### config.mk
export PLATFORM = sky130hd
export DESIGN_NAME = kts_ram
export DESIGN_NICKNAME = d
export VERILOG_FILES = /design/src/rtl/core/kts_ram.sv
export SDC_FILE = /design/constraint.sdc
export NUM_CORES = 2
export LEC_CHECK = 0
export BUFFER_PORTS_ARGS = -buffer_cell sky130_fd_sc_hd__buf_4
export CORE_UTILIZATION = 57
export DETAILED_ROUTE_END_ITERATION = 10
export PLACE_DENSITY = 0.7
export SETUP_SLACK_MARGIN = 0.4
export SLEW_MARGIN = 20
export SYNTH_ARGS = -nofsm -noshare
export SYNTH_HDL_FRONTEND = slang
export SYNTH_SLANG_ARGS = --single-unit
### constraint.sdc
create_clock -name i_clk -period 2.8 [get_ports i_clk]
set_input_delay 0.28 -clock i_clk [delete_from_list [all_inputs] [get_ports i_clk]]
set_output_delay 0.28 -clock i_clk [all_outputs]
set_load 0.05 [all_outputs]
### src/rtl/core/kts_ram.sv
// Generic simple dual-port RAM with one write port and a registered read port.
`timescale 1ns / 1ps
`default_nettype none

module kts_ram #(
    parameter int WIDTH = 16,
    parameter int DEPTH = 256
) (
    input  wire logic                     i_clk,
    input  wire logic                     i_we,
    input  wire logic [$clog2(DEPTH)-1:0] i_waddr,
    input  wire logic [WIDTH-1:0]         i_wdata,
    input  wire logic                     i_re,
    input  wire logic [$clog2(DEPTH)-1:0] i_raddr,
    output logic [WIDTH-1:0]              o_rdata
);

    logic [WIDTH-1:0] r_mem [DEPTH];

    always_ff @(posedge i_clk) begin
        if (i_we) begin
            r_mem[i_waddr] <= i_wdata;
        end
        if (i_re) begin
            o_rdata <= r_mem[i_raddr];
        end
    end

endmodule

`default_nettype wire

Word-level counts from Yosys, hierarchy flattened
Memories as Yosys holds them, arrays and structs flattened. A register that Yosys moved wholly into a read port is not among the register bits.
Index checks and enable logic that the tools add are counted.
- memories kept: 1
- register bits after elaboration: 0
- logic and storage cells: 3
- input bits: 35
- memory bits (writable): 4096
- output and inout bits: 16
- memory list (name ; words ; bits a word ; rd ports ; clocked after memory_dff ; wr ports ; line ; text):
    r_mem ; 256 ; 16 ; 1 ; 1 ; 1 ; 18 ; logic [WIDTH-1:0] r_mem [DEPTH];
- muxes and demuxes: 2
- operator list (kind ; number):
    $mux 1 ; 2

Depth between registers and ports, before layout
- depth after elaboration: 2
- depth in mapped cells: 12
- depth with buffers taken out: 6

Least setup slack after synthesis
Ideal clock, no wire load.
- kind: input -> register
- from: input i_raddr[0]
- to: register o_rdata[4], read port of r_mem (data pin)
- buffers on the path: 3
- arrival: 2.264 ns
- setup slack: 0.271 ns
- data required time: 2.535 ns
- setup time: 0.265 ns
- stages: 8
- cell sequence: buf_6 -> buf_6 -> buf_2 -> mux4_2 -> mux4_2 -> a22o_1 -> o32ai_2 -> nor4_2
- RTL lines (item ; line ; text):
    from (decl) ; 14 ; input wire logic [$clog2(DEPTH)-1:0] i_raddr,
    to (decl) ; 15 ; output logic [WIDTH-1:0] o_rdata

==> results.ini <==
[placed_design]
dpl.hpwl_mm = 257
placed_area_mm2 = 0.170
place.gp.congestion = 0.935
post-place-ws_ps = -1040
port_buffers = 50
dp.cells = 11600

[setup_path]
setup.worst_path.class = register to register
worst_r2r_path_depth = 8
path_cells = mux4_2, mux2_4, a22oi_2, buf_4, nand2_2, o32ai_4, buf_6, nor4_1
cp_num_cells = 8
path_max_fanout = 1
cpMaxStageDelayCell = mux4_2
start_kind = register
worst-path-buf-inv = 2
path_delay_family = multiplexers
critPathArrivalTime_ps = 3350
crit_path_end_kind = register
critPathMaxStageDelay_ps = 480
required_ps = 3500

[layout]
drive_gt1_frac = 0.301
mostFrequentLayoutCells = 4112 x edfxtp_1, 810 x buf_4, 797 x mux4_2
area_growth_pct = 16.0
seq_area_mm2 = 0.123
final_common_cell = edfxtp_1
final_cells = 12400
fill_cells = 17400
final_util = 0.666
multi_input_area_mm2 = 0.0336
fin_area_mm2 = 0.184
final_nets = 8348

[grt]
track_usage = 0.300
antenna_found_initial = 29
grt_pass1_vias = 81100
grt_overflow = 0
grt_max_degree = 120
grt_pass1_wl_mm = 596

[floorplan]
die_area_mm2 = 0.281
core_region_area_mm2 = 0.277
ios = 51
start_util = 0.574
die-width_um = 530
die_h_um = 530
rows = 193

[synth]
ys_seq_area_frac = 0.777
synth.distinct_cells = 51
syn_area_mm2 = 0.159
async_flop_share = 0
yosys.area_share.simple = 0.0157
syn_inst = 7360
ys_ff_latch = 4112
synth_top_family_by_area = multiplexers
synth_ff_type = edfxtp_1
synth_fa_ha_area_frac = 0
synth-compound-area-share = 0.0353
synth_mux_area_frac = 0.155
synth_nets = 7395
yosysWarnings = 0
yosys.area_share.xor_xnor = 0
avgSynthCellArea_um2 = 21.6
synth_edf_count = 4112

[power]
p_sw_mw = 27.7
p_per_area_mw_per_mm2 = 698
leakagePower_nw = 59.8
swShare = 0.215
finalPower_mw = 129
power.internal_mw = 101
clockPowerShare = 0.415
pwr-share-seq = 0.528
power_frac_comb = 0.057
ir_drop_mv = 0.834

[timing]
rsz0062_at_grt = yes
finalHoldViolations = 0
fin_setup_tns_ps = 0
max_freq_mhz = 377
setup-violations-final = 0
maxSlewViolCount = 0
worst_pin_slew_ps = 1070
slew_headroom = 0.287
fin_crit_sh = 0.948
finalWorstSetupSlack_ps = 145
worst_hold_slack_ps = 125
skew_ps = 39.4
period_minus_slack_ps = 2650

[clock_tree]
clock_sinks = 4112
h-tree-depth = 5
cts_root_buf = clkbuf_16
cts_buffers = 404
clk_path_buf_depth = 4
path_clk_slew_ps = 60
cts_tree = built
insertion_delay_ps = 970

[detailed_routing]
vias_per_cell = 6.67
drc = 0
vias = 82500
wirelength_mm = 421
ant_nets = 0
drtIter0Drc = 12000
drtPass1Iterations = 6
wl_per_cell_um = 34.1

[worst_hold_path]
worstHoldPathCells = 4
hp-class = primary input to register

[run]
maxCapViolCount = 0

[status]
status = completed

==> Yosys cell counts, types with 37 or more instances <==
library cell / number / area [µm²]
a21oi_1: 175 / 876
mux2i_1: 565 / 5660
o221ai_1: 252 / 2210
mux4_2: 797 / 17900
nor3_1: 92 / 460
buf_2: 76 / 380
nand2_1: 38 / 143
clkbuf_1: 230 / 863
edfxtp_1: 4112 / 123000
a22oi_1: 43 / 323
buf_6: 77 / 867
nor2_1: 304 / 1140
mux2_2: 88 / 991
o22ai_1: 148 / 926
o21ai_0: 37 / 185
==> worst min-delay path, delay by kind of cell <==
kind | cells | cell delay (ps)
buf+inv | 2 | 370
simple gates | 2 | 230
==> sequential cells by signal, summed over array words and instances (netlist names) <==
name,count
o_rdata,16
r_mem,4096
==> final timing paths <==
| check | startpoint | slack [ps] | endpoint |
|---|---|---|---|
| worst max register to register | r_mem[11][15]$_DFFE_PP_ | 150 | o_rdata[15]$_DFFE_PP_ |
| worst max-delay path | r_mem[11][15]$_DFFE_PP_ | 150 | o_rdata[15]$_DFFE_PP_ |
| worst min-delay path | i_waddr[1] | 120 | r_mem[199][9]$_DFFE_PP_ |
| worst min register to register | r_mem[234][1]$_DFFE_PP_ | 1190 | o_rdata[1]$_DFFE_PP_ |
==> logic make-up (layout without fill, tap and decap cells) <==
kind of cell | after synthesis | in the layout
flops | 4112 | 4112
mux | 1450 | 1450
compound gates | 786 | 786
simple gates | 556 | 556
buf+inv | 456 | 1749
other cells | 0 | 13
==> per-layer routing <==
layer,track usage,wire [µm],vias up
li1,-,-,33200
met3,0.0648,48300,766
met2,0.465,199000,5393
met4,0.116,17700,10
met5,0,80,-
met1,0.423,157000,43100
==> layout make-up <==
class | instances | area share
antenna | 13 | 0.000177
timing repair buffer | 999 | 0.0516
inverter | 4 | 0.000149
clock inverter | 255 | 0.0133
tap | 3705 | 0.0252
sequential | 4112 | 0.670
clock buffer | 491 | 0.0572
multi-input combinational | 2792 | 0.182
==> repair_timing <==
action / 4_1_cts / 5_1_grt
gates resized for setup: 98 / 25
buffers inserted: 0 / 0
pin swaps: 24 / 8
endpoints found under the hold margin: 1038 / 0
setup endpoints to repair: 16 / 16
hold buffers: 17 / 0
==> power groups by stage <==
stage	Sequential [mW]	Combinational (mW)	Clock, mW
after global placement	69.3	6.90	0
final	68.0	7.33	53.4
after global routing	67.9	7.57	56.1
after floorplan	69.3	3.36	0
after detailed placement	69.3	7.05	0
after CTS	68.0	7.24	53.8
Note: power is estimated with default switching activity, not from simulation.
