==> src/rtl/core/kts_div.sv <==
// Radix-2 restoring divider that retires one quotient bit per cycle.
`timescale 1ns / 1ps
`default_nettype none

module kts_div #(
    parameter int DIVIDEND_W = 32,
    parameter int DIVISOR_W  = 16
) (
    input  wire logic                  i_clk,
    input  wire logic                  i_rst_n,
    input  wire logic                  i_start,
    input  wire logic [DIVIDEND_W-1:0] i_dividend,
    input  wire logic [DIVISOR_W-1:0]  i_divisor,
    output logic [DIVIDEND_W-1:0]      o_quotient,
    output logic                       o_done
);

    localparam int CW = $clog2(DIVIDEND_W + 1);

    logic [DIVISOR_W-1:0]  r_rem;
    logic [DIVIDEND_W-1:0] r_quo;
    logic [DIVISOR_W-1:0]  r_dvs;
    logic [CW-1:0]         r_cnt;
    logic                  r_busy;
    logic                  r_done;

    logic [DIVISOR_W:0]    trial;
    logic [DIVISOR_W:0]    diff;
    logic                  fits;
    logic [DIVISOR_W-1:0]  n_rem;

    // The partial remainder stays below the divisor, so the shifted trial
    // value needs one extra bit only.
    always_comb begin
        trial = {r_rem, r_quo[DIVIDEND_W-1]};
        diff  = trial - {1'b0, r_dvs};
        fits  = (trial >= {1'b0, r_dvs});
        n_rem = fits ? diff[DIVISOR_W-1:0] : trial[DIVISOR_W-1:0];
    end

    always_ff @(posedge i_clk) begin
        if (!i_rst_n) begin
            r_busy <= 1'b0;
            r_done <= 1'b0;
            r_cnt  <= '0;
        end else begin
            r_done <= 1'b0;
            if (i_start) begin
                r_rem  <= '0;
                r_quo  <= i_dividend;
                r_dvs  <= i_divisor;
                r_cnt  <= CW'(DIVIDEND_W);
                r_busy <= 1'b1;
            end else if (r_busy) begin
                r_rem <= n_rem;
                r_quo <= {r_quo[DIVIDEND_W-2:0], fits};
                r_cnt <= r_cnt - CW'(1);
                if (r_cnt == CW'(1)) begin
                    r_busy <= 1'b0;
                    r_done <= 1'b1;
                end
            end
        end
    end

    assign o_quotient = r_quo;
    assign o_done     = r_done;

endmodule

`default_nettype wire

==> config.mk <==
export PLATFORM = sky130hd
export DESIGN_NAME = kts_div
export DESIGN_NICKNAME = d
export VERILOG_FILES = /design/src/rtl/core/kts_div.sv
export SDC_FILE = /design/constraint.sdc
export NUM_CORES = 1
export LEC_CHECK = 0
export ABC_AREA = 1
export BUFFER_PORTS_ARGS = -buffer_cell sky130_fd_sc_hd__buf_2
export CAP_MARGIN = 40
export CORE_ASPECT_RATIO = 1.25
export CORE_MARGIN = 2
export CORE_UTILIZATION = 56
export CTS_CLUSTER_DIAMETER = 150
export DETAILED_ROUTE_END_ITERATION = 10
export GPL_TIMING_DRIVEN = 0
export MAX_ROUTING_LAYER = met4
export PLACE_DENSITY = 0.81
export REMOVE_ABC_BUFFERS = 1
export SKIP_LAST_GASP = 1
export SLEW_MARGIN = 5
export SYNTH_ARGS = -nofsm -noshare
export SYNTH_HDL_FRONTEND = slang
export SYNTH_SLANG_ARGS = --single-unit
==> constraint.sdc <==
create_clock -name i_clk -period 3.3 [get_ports i_clk]
set_input_delay 0.825 -clock i_clk [delete_from_list [all_inputs] [get_ports i_clk]]
set_output_delay 0.825 -clock i_clk [all_outputs]
set_load 0.1 [all_outputs]
==> Word-level counts from Yosys, hierarchy flattened <==
Cells that the tools add are included.
{ "totals": {"regBits": 72, "out_inout_bits": 33, "input_bits": 51, "elab_cells": 28} }
{ "classes": {"eq_ne": 1, "n_mux": 10, "magnitude_cmp": 1, "reduce_logical": 5, "add_sub_neg": 2, "n_bitwise": 2} }
{ "ops": {"columns": ["op", "count"], "rows": [
  ["2-to-1 mux 32 bit", 2],
  ["2-to-1 mux 16 bit", 2],
  ["greater-or-equal comparator 17 x 16 -> 1 bit", 1],
  ["subtractor 16 bit", 1],
  ["2-to-1 mux 6 bit", 2],
  ["equality test 6 x 1 -> 1 bit, second input constant", 1],
  ["subtractor 6 x 1 -> 6 bit, second input constant", 1],
  ["2-to-1 mux 1 bit", 4],
  ["AND reduction 2 bit", 2],
  ["OR reduction 3 bit", 1],
  ["NOT 1 bit", 2],
  ["nonzero test 2 bit", 1],
  ["OR reduction 2 bit", 1]
]} }

==> Longest topological paths before layout <==
Gate-level depths: netlist of the first run.
{ "logic_depth": {"word_depth": 4, "ltp_mapped": 15, "ltp_nobuf": 14} }

==> Worst setup path after synthesis of the first run <==
No wires, ideal clock.
{ "synth_timing": {"kind": "input port to flip-flop", "from": "input i_start", "to": "register r_quo[0], in the netlist o_quotient[0] (enable)", "arrival_ps": 2214, "slack_ps": 680, "setup_time_ps": 406, "stages": 3, "n_path_buf": 1, "required_time_ps": 2894, "cell_sequence": "clkbuf_1 > nand2_1 > nand2_1"} }
{ "synth_via": {"elab_chain_len": 2} }
{ "synth_rtl": {"columns": ["element", "line_no", "rtl"], "rows": [
  ["start: declaration", "11", "input wire logic i_start,"],
  ["nonzero test 2 bit (no line)", null, null],
  ["AND reduction 2 bit (no line)", null, null],
  ["end signal: assignment", "50", "r_quo <= i_dividend;"],
  ["end signal: assignment", "56", "r_quo <= {r_quo[DIVIDEND_W-2:0], fits};"],
  ["end: declaration", "21", "logic [DIVIDEND_W-1:0] r_quo;"]
]} }
Every way passes these cells.
A chain may end at the register's enable or synchronous reset.

==> Worst setup path in the final report of the first run <==
{ "layout_timing": {"from": "register r_rem[11]", "to": "register r_rem[13] (data pin)"} }
{ "layout_via": {"elab_chain_len": 3, "word_cells_on_any_way": 4, "cone_classes": "add/sub (1); order compare (1); mux (2)"} }
{ "layout_rtl": {"columns": ["element", "line_no", "rtl"], "rows": [
  ["start: declaration", "20", "logic [DIVISOR_W-1:0] r_rem;"],
  ["start signal: assignment", "55", "r_rem <= n_rem;"],
  ["subtractor 16 bit or greater-or-equal comparator 17 x 16 -> 1 bit (tied branches)", "36, 37", null],
  ["2-to-1 mux 16 bit (*)", "38", "n_rem = fits ? diff[DIVISOR_W-1:0] : trial[DIVISOR_W-1:0];"],
  ["2-to-1 mux 16 bit (*)", "54", "end else if (r_busy) begin"]
]} }
Mark *: on every way between the ends. The rest lies on a longest branch, timed or not. The select of a mux whose other input is x is not followed.

==> impl_table.tex, run 1 <==
\begin{tabular}{lr}
\hline
Metric & Value \\
\hline
\multicolumn{2}{l}{\textbf{Logic synthesis}} \\
\quad Adder-cell share of the synthesized area & 5.826\% \\
\quad Simple-Gate Fraction of Synth Area & 33.47\% \\
\quad Share of synthesized registers carrying an async set or reset & 0\% \\
\quad Most used standard cell by instance count after synthesis & nand2\_1 \\
\quad Post-synth top area share & 45.66\% \\
\quad Leading area contributor after synthesis & edfxtp\_1 \\
\quad Yosys warns & 0 \\
\quad Area fraction in compound gates after synthesis & 1.605\% \\
\quad EDFF count, synth & 64 \\
\quad Multiplexer area fraction after synthesis & 0\% \\
\quad Combinational family with the most area after synthesis & simple AND/OR/NAND/NOR gates \\
\quad Most frequent cells after synthesis & nand2\_1, inv\_1, edfxtp\_1 \\
\quad Average size of a mapped cell & 8.126 sq um \\
\quad Count of distinct cell types in the synthesized netlist & 35 \\
\quad Post-synthesis cell count & 518 \\
\quad Netlist Area Pre-Place & 4209 sq um \\
\quad Synth top area cells & edfxtp\_1, nand2\_1, inv\_1, ha\_1, nor2\_1 \\
\quad Most instantiated flip-flop cell in the synthesis netlist & edfxtp\_1 \\
\quad Sequential element share of the synthesized area & 49.46\% \\
\quad XOR/XNOR Fraction of Synth Area & 1.457\% \\
\quad Post-synthesis register bit count & 72 \\
\multicolumn{2}{l}{\textbf{Final layout}} \\
\quad Final cell utilization of the core & 67.25\% \\
\quad Total inserted antenna cells & 0 \\
\quad Layout fillers & 552 \\
\quad Fraction of layout instances using a drive strength above 1 & 21.09\% \\
\quad Layout overhead on the synthesized area & 16.85\% \\
\quad Total Nets Final & 672 \\
\multicolumn{2}{l}{\textbf{Placed design}} \\
\quad Half-perimeter wire length after placement & 6570 microns \\
\quad Last weighted congestion value of the routability-driven placer & 0.9592 \\
\quad Count of input and output buffers & 83 \\
\multicolumn{2}{l}{\textbf{Worst setup path}} \\
\quad R2R Setup Slk & 1.08 ns \\
\quad Type of the setup path with the least slack & flop to flop \\
\quad Required time of the critical path & 3.41 ns \\
\quad Worst setup path end & r\_rem[13] \\
\quad Most common cell on crit path & nand2\_1 \\
\quad Count of buffering cells on the critical path with inverters included & 2 \\
\quad Number of logic stages on the critical path including buffering & 13 \\
\quad Largest fanout on the critical path & 17 \\
\quad Critical-path cell list & ha\_1 > nand2\_1 > nand2\_1 > inv\_1 > nand2\_1 > nand2\_1 > nand2\_2 > nor2\_8 > nand2\_8 > nand2\_1 > nand2\_1 > nand2\_1 > inv\_1 \\
\quad Worst reg2reg startpoint & r\_rem[11] \\
\quad Startpoint type of the worst setup path & flop \\
\quad Worst r2r dst & r\_rem[13] \\
\quad CP endpoint kind & flop \\
\quad Count of cells along the worst register-to-register path & 13 \\
\quad Crit path largest cell delay & 0.41 ns \\
\quad Timing startpoint of the critical path & r\_rem[11] \\
\quad Kind of cell adding the most delay to the critical path & simple AND/OR/NAND/NOR gates \\
\quad Library cell contributing the largest single delay on the critical path & edfxtp\_1 \\
\quad Data arrival time at the worst-slack endpoint & 2.33 ns \\
\multicolumn{2}{l}{\textbf{Detailed routing}} \\
\quad Drt first-iter violations & 176 \\
\quad Routed wire length per instance & 12.76 microns \\
\quad Count of TritonRoute iterations in the first routing pass & 5 \\
\quad Routed vias & 3525 \\
\quad Post-route DRC & 0 \\
\quad Via density per instance & 5.043 \\
\quad Routed Antenna Nets & 0 \\
\quad Total Wirelength & 8921 microns \\
\multicolumn{2}{l}{\textbf{STA}} \\
\quad Setup skew after layout & 0.01023 ns \\
\quad Count of endpoints failing hold in the final timing report & 0 \\
\quad Final setup viols & 0 \\
\quad Setup repair after global routing missed its margin & false \\
\quad Tcrit/Tclk final & 67.23\% \\
\quad Least-Margin Pin Slew & 0.8349 ns \\
\quad Final Max Tran Viols & 0 \\
\quad Max Clock Freq & 450.8 MHz \\
\quad Final period demand of the worst path & 2.218 ns \\
\quad Headroom to the max-slew limit & 44.26\% \\
\multicolumn{2}{l}{\textbf{Floorplanning}} \\
\quad Core Box Area & 7313 sq um \\
\quad Floorplan die width & 81.54 microns \\
\quad Y dimension of the die & 100.9 microns \\
\quad Starting density of the core & 57.55\% \\
\quad Ports placed on the boundary & 84 \\
\quad Total Die Area & 8230 sq um \\
\quad Cell Rows & 35 \\
\multicolumn{2}{l}{\textbf{Status}} \\
\quad Status & finished, final reports clean \\
\multicolumn{2}{l}{\textbf{GRT}} \\
\quad Grt ovf & 0 \\
\quad Wire length of the first global-routing pass & 15060 microns \\
\quad Pin count of the biggest net entering global routing & 50 \\
\quad Initial antenna violation count & 0 \\
\quad Total routing usage reported by global routing & 24.81\% \\
\quad Via count of the first global-routing pass & 3434 \\
\multicolumn{2}{l}{\textbf{Power and ir drop}} \\
\quad Largest voltage drop on the vdd net & 398.0 uV \\
\quad Total power consumption of the routed design & 2.878 mW \\
\quad Standby leakage power & 2.547 nW \\
\quad Cell area power density & 585.1 nW/um\^{}2 \\
\multicolumn{2}{l}{\textbf{Clock network}} \\
\quad Clock latency of the later-clocked register in the worst-skew pair & 0.35 ns \\
\quad Clk buf depth & 2 \\
\quad Number of levels in the clock H-tree & 3 \\
\quad CTS Buf Count & 9 \\
\quad CTS clk-pin slew, worst paths & 0.08 ns \\
\quad Cts repair resizes & 0 \\
\quad Post-CTS Setup Bufs & 0 \\
\quad Hold Buf Count CTS & 0 \\
\quad Number of sinks handled by clock tree synthesis & 72 \\
\quad Clock tree from TritonCTS & yes \\
\quad CTS root buf & clkbuf\_8 \\
\multicolumn{2}{l}{\textbf{Hold path}} \\
\quad Path category of the worst min-delay check & flop to flop \\
\quad Startpoint of the worst hold path & r\_cnt[1] \\
\multicolumn{2}{l}{\textbf{Flow run}} \\
\quad Number of maximum-capacitance constraint violations & 0 \\
\hline
\end{tabular}
[through the flow]
step / instances / hold slack (ns) / setup WS, ns / setup TNS, ns / cell area [sq um]
after detailed placement: 683 / 0.5000 / 0.7646 / 0 / 4707
after CTS: 699 / 0.5378 / 1.086 / 0 / 4918
final: 699 / 0.5415 / 1.082 / 0 / 4918
after floorplan: 507 / 0.4758 / 0.7066 / 0 / 4154
after global placement: 682 / 0.4898 / -0.1263 / -5.929 / 4684
after global routing: 699 / 0.5580 / 0.8963 / 0 / 4918
[worst min-delay path by stage]
stage | slack [ns] | depth (start not counted) | endpoint
after global placement | 0.49 | 2 | r_cnt[1]
after global routing | 0.56 | 2 | r_cnt[1]
after CTS | 0.54 | 2 | r_cnt[1]
final | 0.54 | 2 | r_cnt[1]
after detailed placement | 0.50 | 2 | r_cnt[1]
after floorplan | 0.48 | 2 | r_cnt[1]
[placed cells by master (no fill, tap or decap), types with 2 or more instances in the layout]
cell type,synthesis,routed
a21oi_1,6,6
clkbuf_8,0,9
and2_1,3,3
nand3_1,17,17
nand3b_1,6,6
nand2_2,6,7
nor2_1,44,44
xor2_1,7,7
o21ai_0,3,3
nor3b_1,2,2
inv_2,3,4
nand4_1,5,5
nor3_1,4,4
nand3_2,5,5
buf_2,2,83
inv_1,74,73
bufinv_16,0,2
clkinv_2,0,3
edfxtp_1,64,64
nand2_1,214,213
nor2_2,6,6
dfxtp_1,8,8
ha_1,18,18
[registers in the layout, summed over array words and instances (netlist names)]
signal and flops:
o_done 1, r_rem 16, o_quotient 32, r_cnt 6, r_busy 1, r_dvs 16
[power breakdown]
group | switching, mW | total (mW) | leakage (nW) | internal, mW
registers | 0.0473 | 1.16 | 0.686 | 1.11
logic | 0.698 | 0.962 | 1.75 | 0.265
clock network | 0.337 | 0.760 | 0.110 | 0.423
total | 1.08 | 2.88 | 2.55 | 1.80
[kinds of logic (layout without fill, tap and decap cells)]
logic type,Yosys count,after routing
AND/OR/NAND/NOR,320,320
flip-flops,72,72
XOR/XNOR,7,7
adder cells (fa/ha/maj),19,19
AO/OA/AOI/OAI,12,12
buffers and inverters,88,177
[cell type report]
cell class | instances | area (sq um) | share of cell area [%]
tap | 92 | 115.1 | 2.340
timing repair buffer | 84 | 435.4 | 8.853
clock buffer | 10 | 127.6 | 2.595
multi-input combinational | 358 | 1785 | 36.30
clock inverter | 6 | 83.83 | 1.704
sequential | 72 | 2082 | 42.33
inverter | 77 | 289.0 | 5.876
[routing by layer]
metal	vias up	track usage [%]	wire length, microns
li1	1783	-	-
met1	1577	28.83	3684
met2	139	41.99	4487
met3	26	5.108	496
met4	0	9.126	253
met5	-	-	0
[worst register-to-register path, stage by stage, from the launching register on]
cell and delay (ns):
edfxtp_1 0.41, ha_1 0.39, nand2_1 0.10, nand2_1 0.07, inv_1 0.06, nand2_1 0.08, nand2_1 0.08, nand2_2 0.09
nor2_8 0.22, nand2_8 0.15, nand2_1 0.14, nand2_1 0.10, nand2_1 0.07, inv_1 0.04
(Power assumes the default switching activity.)
==> run 2: changes to the inputs <==
Clock period 3.3 ns to 2.1 ns, I/O delays scaled along.
==> run 2 against run 1 <==
Non-clock buffer count up 19. Hold slack lost 0.20 ns. Sequential cell count did not move. Cell area grew 8.7%. Clock-buffer cell count stayed put. Combinational power rose by 91%. Critical path depth down 2. Final cell count is 2.9% higher. Sequential power is 59% higher. Critical path type unchanged. Largest cell class unchanged. Largest power group unchanged.
==> impl_table.tex, run 2 (same netlist as run 1, synthesis figures left out) <==
\begin{tabular}{lr}
\hline
Metric & Value \\
\hline
\multicolumn{2}{l}{\textbf{STA}} \\
\quad Headroom to the max-slew limit & 44.99\% (+0.73 points) \\
\quad Setup skew after layout & 0.01472 ns (+0.004483 ns) \\
\quad Final Max Tran Viols & 0 (unchanged) \\
\quad Setup repair after global routing missed its margin & true \\
\quad Final setup viols & 0 (unchanged) \\
\quad Final WS setup & 0.07116 ns (-1.010 ns) \\
\quad Setup tns final & 0 ns (unchanged) \\
\quad Count of endpoints failing hold in the final timing report & 0 (unchanged) \\
\quad Max Clock Freq & 492.9 MHz (+9.3\%) \\
\quad Tcrit/Tclk final & 96.61\% (+29 points) \\
\quad Least-Margin Pin Slew & 0.8240 ns (-0.01090 ns) \\
\quad Final period demand of the worst path & 2.029 ns (-0.1896 ns) \\
\multicolumn{2}{l}{\textbf{Detailed routing}} \\
\quad Routed Antenna Nets & 0 (unchanged) \\
\quad Count of TritonRoute iterations in the first routing pass & 5 (unchanged) \\
\quad Post-route DRC & 0 (unchanged) \\
\quad Routed wire length per instance & 14.52 microns (+14\%) \\
\quad Drt first-iter violations & 264 (+50\%) \\
\quad Routed vias & 3767 (+6.9\%) \\
\quad Via density per instance & 5.239 (+3.9\%) \\
\quad Total Wirelength & 10440 microns (+17\%) \\
\multicolumn{2}{l}{\textbf{Worst setup path}} \\
\quad Kind of cell adding the most delay to the critical path & simple AND/OR/NAND/NOR gates \\
\quad Crit path largest cell delay & 0.44 ns (+0.03 ns) \\
\quad Type of the setup path with the least slack & flop to flop \\
\quad Largest fanout on the critical path & 6 (-11) \\
\quad Data arrival time at the worst-slack endpoint & 2.15 ns (-0.18 ns) \\
\quad Startpoint type of the worst setup path & flop \\
\quad Required time of the critical path & 2.22 ns (-1.19 ns) \\
\quad CP endpoint kind & flop \\
\quad Library cell contributing the largest single delay on the critical path & edfxtp\_1 \\
\quad Critical-path cell list & ha\_4 > nand2\_1 > nor2\_2 > inv\_1 > nor3\_4 > nand2\_4 > nand2\_4 > buf\_4 > nand3\_2 > nand2\_1 > inv\_1 \\
\quad Count of buffering cells on the critical path with inverters included & 3 (+1) \\
\multicolumn{2}{l}{\textbf{Flow run}} \\
\quad Number of maximum-capacitance constraint violations & 0 (unchanged) \\
\multicolumn{2}{l}{\textbf{Final layout}} \\
\quad Final non-filler cell total & 719 (+2.9\%) \\
\quad Most common cell after layout, fill and taps aside & nand2\_1 \\
\quad Total Nets Final & 692 (+3.0\%) \\
\quad Highest-count cells in the layout ignoring fill and taps & nand2\_1, buf\_2, inv\_1, edfxtp\_1, nor2\_1 \\
\quad Total inserted antenna cells & 0 (unchanged) \\
\quad Layout fillers & 481 (-13\%) \\
\quad Largest register FFs & 32 (unchanged) \\
\quad Fraction of layout instances using a drive strength above 1 & 29.51\% (+8.4 points) \\
\quad Layout overhead on the synthesized area & 27.05\% \\
\multicolumn{2}{l}{\textbf{Power and ir drop}} \\
\quad Largest voltage drop on the vdd net & 637.8 uV (+60\%) \\
\quad Standby leakage power & 2.657 nW (+4.3\%) \\
\quad Cell area power density & 913.4 nW/um\^{}2 (+56\%) \\
\multicolumn{2}{l}{\textbf{GRT}} \\
\quad Pin count of the biggest net entering global routing & 50 (unchanged) \\
\quad Wire length of the first global-routing pass & 16050 microns (+6.6\%) \\
\quad Total routing usage reported by global routing & 26.52\% (+1.7 points) \\
\quad Via count of the first global-routing pass & 3592 (+4.6\%) \\
\quad Initial antenna violation count & 0 (unchanged) \\
\quad Grt ovf & 0 (unchanged) \\
\multicolumn{2}{l}{\textbf{Floorplanning}} \\
\quad Core Box Area & 7313 sq um (unchanged) \\
\quad Starting density of the core & 57.55\% (unchanged) \\
\quad Ports placed on the boundary & 84 (unchanged) \\
\quad Cell Rows & 35 (unchanged) \\
\quad Total Die Area & 8230 sq um (unchanged) \\
\quad Floorplan die width & 81.54 microns (unchanged) \\
\quad Y dimension of the die & 100.9 microns (unchanged) \\
\multicolumn{2}{l}{\textbf{Clock network}} \\
\quad Clock latency of the later-clocked register in the worst-skew pair & 0.35 ns (about the same) \\
\quad Hold Buf Count CTS & 0 (unchanged) \\
\quad CTS root buf & clkbuf\_8 \\
\quad CTS clk-pin slew, worst paths & 0.09 ns (about the same) \\
\quad Number of sinks handled by clock tree synthesis & 72 (unchanged) \\
\quad CTS Buf Count & 9 (unchanged) \\
\quad Clk buf depth & 2 (unchanged) \\
\quad Clock tree from TritonCTS & yes \\
\quad Number of levels in the clock H-tree & 3 (unchanged) \\
\multicolumn{2}{l}{\textbf{Placed design}} \\
\quad Last weighted congestion value of the routability-driven placer & 0.9592 (unchanged) \\
\quad Placed cell count & 683 (unchanged) \\
\quad Half-perimeter wire length after placement & 6570 microns (unchanged) \\
\quad Count of input and output buffers & 83 (unchanged) \\
\quad Pre-CTS WS & -0.1354 ns (-0.9000 ns) \\
\multicolumn{2}{l}{\textbf{Hold path}} \\
\quad Path category of the worst min-delay check & input port to flop \\
\multicolumn{2}{l}{\textbf{Status}} \\
\quad Status & finished, final reports clean \\
\hline
\end{tabular}
[run 2: routing by layer]
layer  up-vias  share of wire [%]  routed length, microns  track usage, %
met4         0                3.9                     412           15.12
met1      1729                 40                    4158           30.43
met5         -                  0                       0               -
met3        34                5.6                     580           5.376
li1       1827                  -                       -               -
met2       177                 51                    5291           42.75
[run 2: worst paths after layout]
path	start	end	slack, ns	depth (start not counted)
setup / recovery	r_rem[9]	r_rem[13]	0.07	11
hold / removal	i_divisor[11]	r_dvs[11]	0.34	1
setup reg to reg	r_rem[9]	r_rem[13]	0.07	11
hold reg to reg	r_cnt[1]	r_cnt[1]	0.54	2
[run 2: worst reg2reg max path: stages, from the launching register on]
cell and delay, ns:
edfxtp_1 0.44, ha_4 0.32, nand2_1 0.10, nor2_2 0.12, inv_1 0.09, nor3_4 0.16
nand2_4 0.13, nand2_4 0.15, buf_4 0.14, nand3_2 0.05, nand2_1 0.06, inv_1 0.04
[run 2: area by class of cell]
type                       count  area [sq um]  area share [%]
timing repair buffer         103         598.1           11.18
sequential                    72          2082           38.93
multi-input combinational    359          2052           38.37
clock inverter                 6         83.83           1.568
inverter                      77         289.0           5.405
clock buffer                  10         127.6           2.387
tap                           92         115.1           2.153
[run 2: metrics by stage]
step           utilization (%)  power, mW  cell area [sq um]  hold WS, ns
2_1_floorplan                -      3.026               4154       0.4758
3_3_place_gp             64.05      3.304               4684       0.4898
3_5_place_dp             64.36      3.346               4707       0.5000
4_1_cts                  69.62      4.636               5091       0.3333
5_1_grt                  73.12      5.107               5348       0.3281
6_report                 73.12      4.885               5348       0.3414
[run 2: what timing repair did]
| item | in CTS | in global routing |
|---|---|---|
| setup buffers | 6 | 13 |
| hold endpoints to repair | 0 | 0 |
| endpoints found under the setup margin | 10 | 16 |
| cloned | 0 | 1 |
| pin swaps | 3 | 3 |
| resized for setup | 11 | 35 |
[run 2: power by group]
part	total, mW	internal, mW	switching (mW)
Clock	1.20	0.666	0.539
Combinational	1.84	0.608	1.23
Sequential	1.84	1.74	0.0951
==> run 3: changes to the inputs <==
Settings changed: PLACE_DENSITY 0.81 to not set, PLACE_DENSITY_LB_ADDON set to 0.1.
==> run 3 against run 2 <==
The run now ends with setup timing left. Cell area fell by 0.70%. Die area did not move. Sequential cell count did not move. Register-to-register slack got worse by 0.07 ns. Sequential power barely moved. Maximum frequency fell by 3.6%. First-iteration DRC count rose by 13%. Clock power fell by 18%. Clock-buffer cell count rose by 1. Global-route usage fell by 1.8 points.
==> impl_table.tex, run 3 (same netlist as run 1, synthesis figures left out) <==
\begin{tabular}{lr}
\hline
Metric & Value \\
\hline
\multicolumn{2}{l}{\textbf{Final layout}} \\
\quad Total area of multi-input combinational cells & 2071 sq um (+0.91\%) \\
\quad Layout overhead on the synthesized area & 26.16\% \\
\quad Layout fillers & 569 (+18\%) \\
\quad Final cell utilization of the core & 72.61\% (-0.51 points) \\
\quad Most common cell after layout, fill and taps aside & nand2\_1 \\
\quad Largest register FFs & 32 (unchanged) \\
\quad Highest-count cells in the layout ignoring fill and taps & nand2\_1, buf\_2, inv\_1, edfxtp\_1, nor2\_1 \\
\quad Total Nets Final & 692 (unchanged) \\
\quad Fraction of layout instances using a drive strength above 1 & 28.87\% (-0.64 points) \\
\quad Total inserted antenna cells & 0 (unchanged) \\
\quad Footprint of the flip-flops and latches & 2082 sq um (unchanged) \\
\multicolumn{2}{l}{\textbf{Floorplanning}} \\
\quad Cell Rows & 35 (unchanged) \\
\quad Ports placed on the boundary & 84 (unchanged) \\
\quad Starting density of the core & 57.55\% (unchanged) \\
\quad Floorplan die width & 81.54 microns (unchanged) \\
\quad Total Die Area & 8230 sq um (unchanged) \\
\quad Y dimension of the die & 100.9 microns (unchanged) \\
\quad Core Box Area & 7313 sq um (unchanged) \\
\multicolumn{2}{l}{\textbf{GRT}} \\
\quad Grt ovf & 0 (unchanged) \\
\quad Via count of the first global-routing pass & 3404 (-5.2\%) \\
\quad Initial antenna violation count & 0 (unchanged) \\
\quad Wire length of the first global-routing pass & 15100 microns (-5.9\%) \\
\quad Pin count of the biggest net entering global routing & 50 (unchanged) \\
\quad Total routing usage reported by global routing & 24.69\% (-1.8 points) \\
\multicolumn{2}{l}{\textbf{STA}} \\
\quad Setup skew after layout & 0.01173 ns (-0.002988 ns) \\
\quad Post-Route Hold Slack & 0.3516 ns (+0.01021 ns) \\
\quad Max Clock Freq & 475.4 MHz (-3.6\%) \\
\quad Headroom to the max-slew limit & 39.29\% (-5.7 points) \\
\quad Setup repair after global routing missed its margin & true \\
\quad Final Max Tran Viols & 0 (unchanged) \\
\quad Final WS setup & -0.003665 ns (-0.07483 ns) \\
\quad Final period demand of the worst path & 2.104 ns (+0.07483 ns) \\
\quad Count of endpoints failing hold in the final timing report & 0 (unchanged) \\
\quad Tcrit/Tclk final & 100.2\% (+3.6 points) \\
\quad Final setup viols & 1 (+1) \\
\quad Least-Margin Pin Slew & 0.9093 ns (+0.08530 ns) \\
\multicolumn{2}{l}{\textbf{Clock network}} \\
\quad Clock tree from TritonCTS & yes \\
\quad CTS root buf & clkbuf\_8 \\
\quad Number of levels in the clock H-tree & 3 (unchanged) \\
\quad CTS Buf Count & 9 (unchanged) \\
\quad Hold Buf Count CTS & 0 (unchanged) \\
\quad CTS clk-pin slew, worst paths & 0.08 ns (about the same) \\
\quad Number of sinks handled by clock tree synthesis & 72 (unchanged) \\
\quad Clock latency of the later-clocked register in the worst-skew pair & 0.34 ns (about the same) \\
\quad Clk buf depth & 2 (unchanged) \\
\multicolumn{2}{l}{\textbf{Hold path}} \\
\quad Worst Hold Endpoint & r\_dvs[12] \\
\quad Worst hold stages & 1 (unchanged) \\
\quad Path category of the worst min-delay check & input port to flop \\
\quad Startpoint of the worst hold path & i\_divisor[12] \\
\multicolumn{2}{l}{\textbf{Placed design}} \\
\quad Last weighted congestion value of the routability-driven placer & 0.8777 (-8.5\%) \\
\quad Count of input and output buffers & 83 (unchanged) \\
\quad Pre-CTS WS & -0.1535 ns (-0.01811 ns) \\
\quad Half-perimeter wire length after placement & 6424 microns (-2.2\%) \\
\multicolumn{2}{l}{\textbf{Power and ir drop}} \\
\quad Fraction of power consumed by combinational cells & 38.7\% (+1.0 points) \\
\quad Standby leakage power & 2.638 nW (-0.70\%) \\
\quad Fraction of power consumed by the clock network & 21.4\% (-3.3 points) \\
\quad Fraction of power spent switching nets & 39.53\% (+1.3 points) \\
\quad Cell area power density & 867.3 nW/um\^{}2 (-5.0\%) \\
\quad Internal power contribution & 2.785 mW (-7.7\%) \\
\quad Switching component of the power & 1.821 mW (-2.5\%) \\
\quad Power share of the sequential group & 39.9\% (+2.3 points) \\
\quad Largest voltage drop on the vdd net & 520.7 uV (-18\%) \\
\multicolumn{2}{l}{\textbf{Status}} \\
\quad Violated checks & setup timing \\
\quad Status & finished with violations \\
\multicolumn{2}{l}{\textbf{Detailed routing}} \\
\quad Post-route DRC & 0 (unchanged) \\
\quad Via density per instance & 5.022 (-4.1\%) \\
\quad Count of TritonRoute iterations in the first routing pass & 5 (unchanged) \\
\quad Drt first-iter violations & 299 (+13\%) \\
\quad Total Wirelength & 9898 microns (-5.2\%) \\
\quad Routed wire length per instance & 13.77 microns (-5.2\%) \\
\quad Routed vias & 3611 (-4.1\%) \\
\quad Routed Antenna Nets & 0 (unchanged) \\
\multicolumn{2}{l}{\textbf{Worst setup path}} \\
\quad Data arrival time at the worst-slack endpoint & 2.19 ns (+0.04 ns) \\
\quad R2R Setup Slk & -0.004 ns (-0.07 ns) \\
\quad Required time of the critical path & 2.19 ns (-0.03 ns) \\
\quad Library cell contributing the largest single delay on the critical path & edfxtp\_1 \\
\quad Critical-path cell list & ha\_4 > nand2\_4 > nor2\_4 > inv\_2 > nor3\_4 > nand2\_8 > nand2\_8 > inv\_4 > nor2\_1 > nor2\_1 \\
\quad Count of cells along the worst register-to-register path & 10 (-1) \\
\quad Worst reg2reg startpoint & r\_rem[9] \\
\quad Largest fanout on the critical path & 8 (+2) \\
\quad Type of the setup path with the least slack & flop to flop \\
\quad Crit path largest cell delay & 0.45 ns (about the same) \\
\quad CP endpoint kind & flop \\
\quad Startpoint type of the worst setup path & flop \\
\quad Worst r2r dst & r\_rem[3] \\
\multicolumn{2}{l}{\textbf{Flow run}} \\
\quad Number of maximum-capacitance constraint violations & 0 (unchanged) \\
\hline
\end{tabular}
-- run 3: cell types whose count changed in the layout (fill, tap and decap cells not counted), moves of 2 or more --
cell       before  now
nor2_2         13   10
bufinv_16       2    0
inv_2           7    5
nand2_2        15   13
nand2_8         1    3
nor2_1         36   38
-- run 3: final cells by class --
class                   count  share of cell area [%]
flip-flops and latches     72                   39.21
multi-input cells         360                   39.00
repair buffers            102                   10.89
inverters                  77                   5.490
clock buffers              11                   2.663
well taps                  92                   2.168
clock inverters             5                  0.5891
-- run 3: routing by layer --
metal | vias up | share of wire (%) | track usage [%]
met4 | 0 | 3.1 | 9.909
met2 | 104 | 52 | 40.79
met5 | - | 0 | -
li1 | 1836 | - | -
met1 | 1644 | 40 | 29.85
met3 | 27 | 4.7 | 4.122
-- run 3: worst max-delay path by stage --
stage | startpoint | to | slack (ns) | cells past startpoint
6_report | r_rem[9] | r_rem[3] | -0.004 | 10
5_1_grt | r_rem[9] | r_rem[3] | -0.1 | 10
4_1_cts | r_rem[4] | r_rem[4] | 0.002 | 10
3_5_place_dp | i_start | r_rem[11] | -0.15 | 4
3_3_place_gp | i_start | r_rem[11] | -1.05 | 3
2_1_floorplan | o_quotient[31] | r_rem[8] | -0.49 | 13
-- run 3: critical path: cells and delay by family, from the launching register on --
kind	cells	cell delay, ns
buf+inv	2	0.13
simple gates	7	0.90
fa+ha+maj	1	0.34
flops	1	0.45
-- run 3: what timing repair did --
item / in CTS / in global routing
gates resized for setup: 8 / 40
setup buffers: 1 / 17
endpoints found under the setup margin: 9 / 17
cloned: 0 / 2
pin swaps: 1 / 13
-- run 3: through the flow --
stage          total power [mW]  cells    TNS, ns  cell area, sq um
2_1_floorplan             3.026    507     -4.203              4154
3_3_place_gp              3.309    682     -67.20              4684
3_5_place_dp              3.341    683     -7.284              4707
4_1_cts                   4.381    700          0              4965
5_1_grt                   4.866    719    -0.4937              5310
6_report                  4.606    719  -0.003665              5310
-- run 3: power by group through the flow --
stage	logic [mW]	registers, mW	clock network, mW
after floorplan	0.804	2.22	0
after global placement	1.46	1.85	0
after detailed placement	1.50	1.84	0
after CTS	1.55	1.83	1.01
after global routing	1.95	1.85	1.06
final	1.78	1.84	0.985
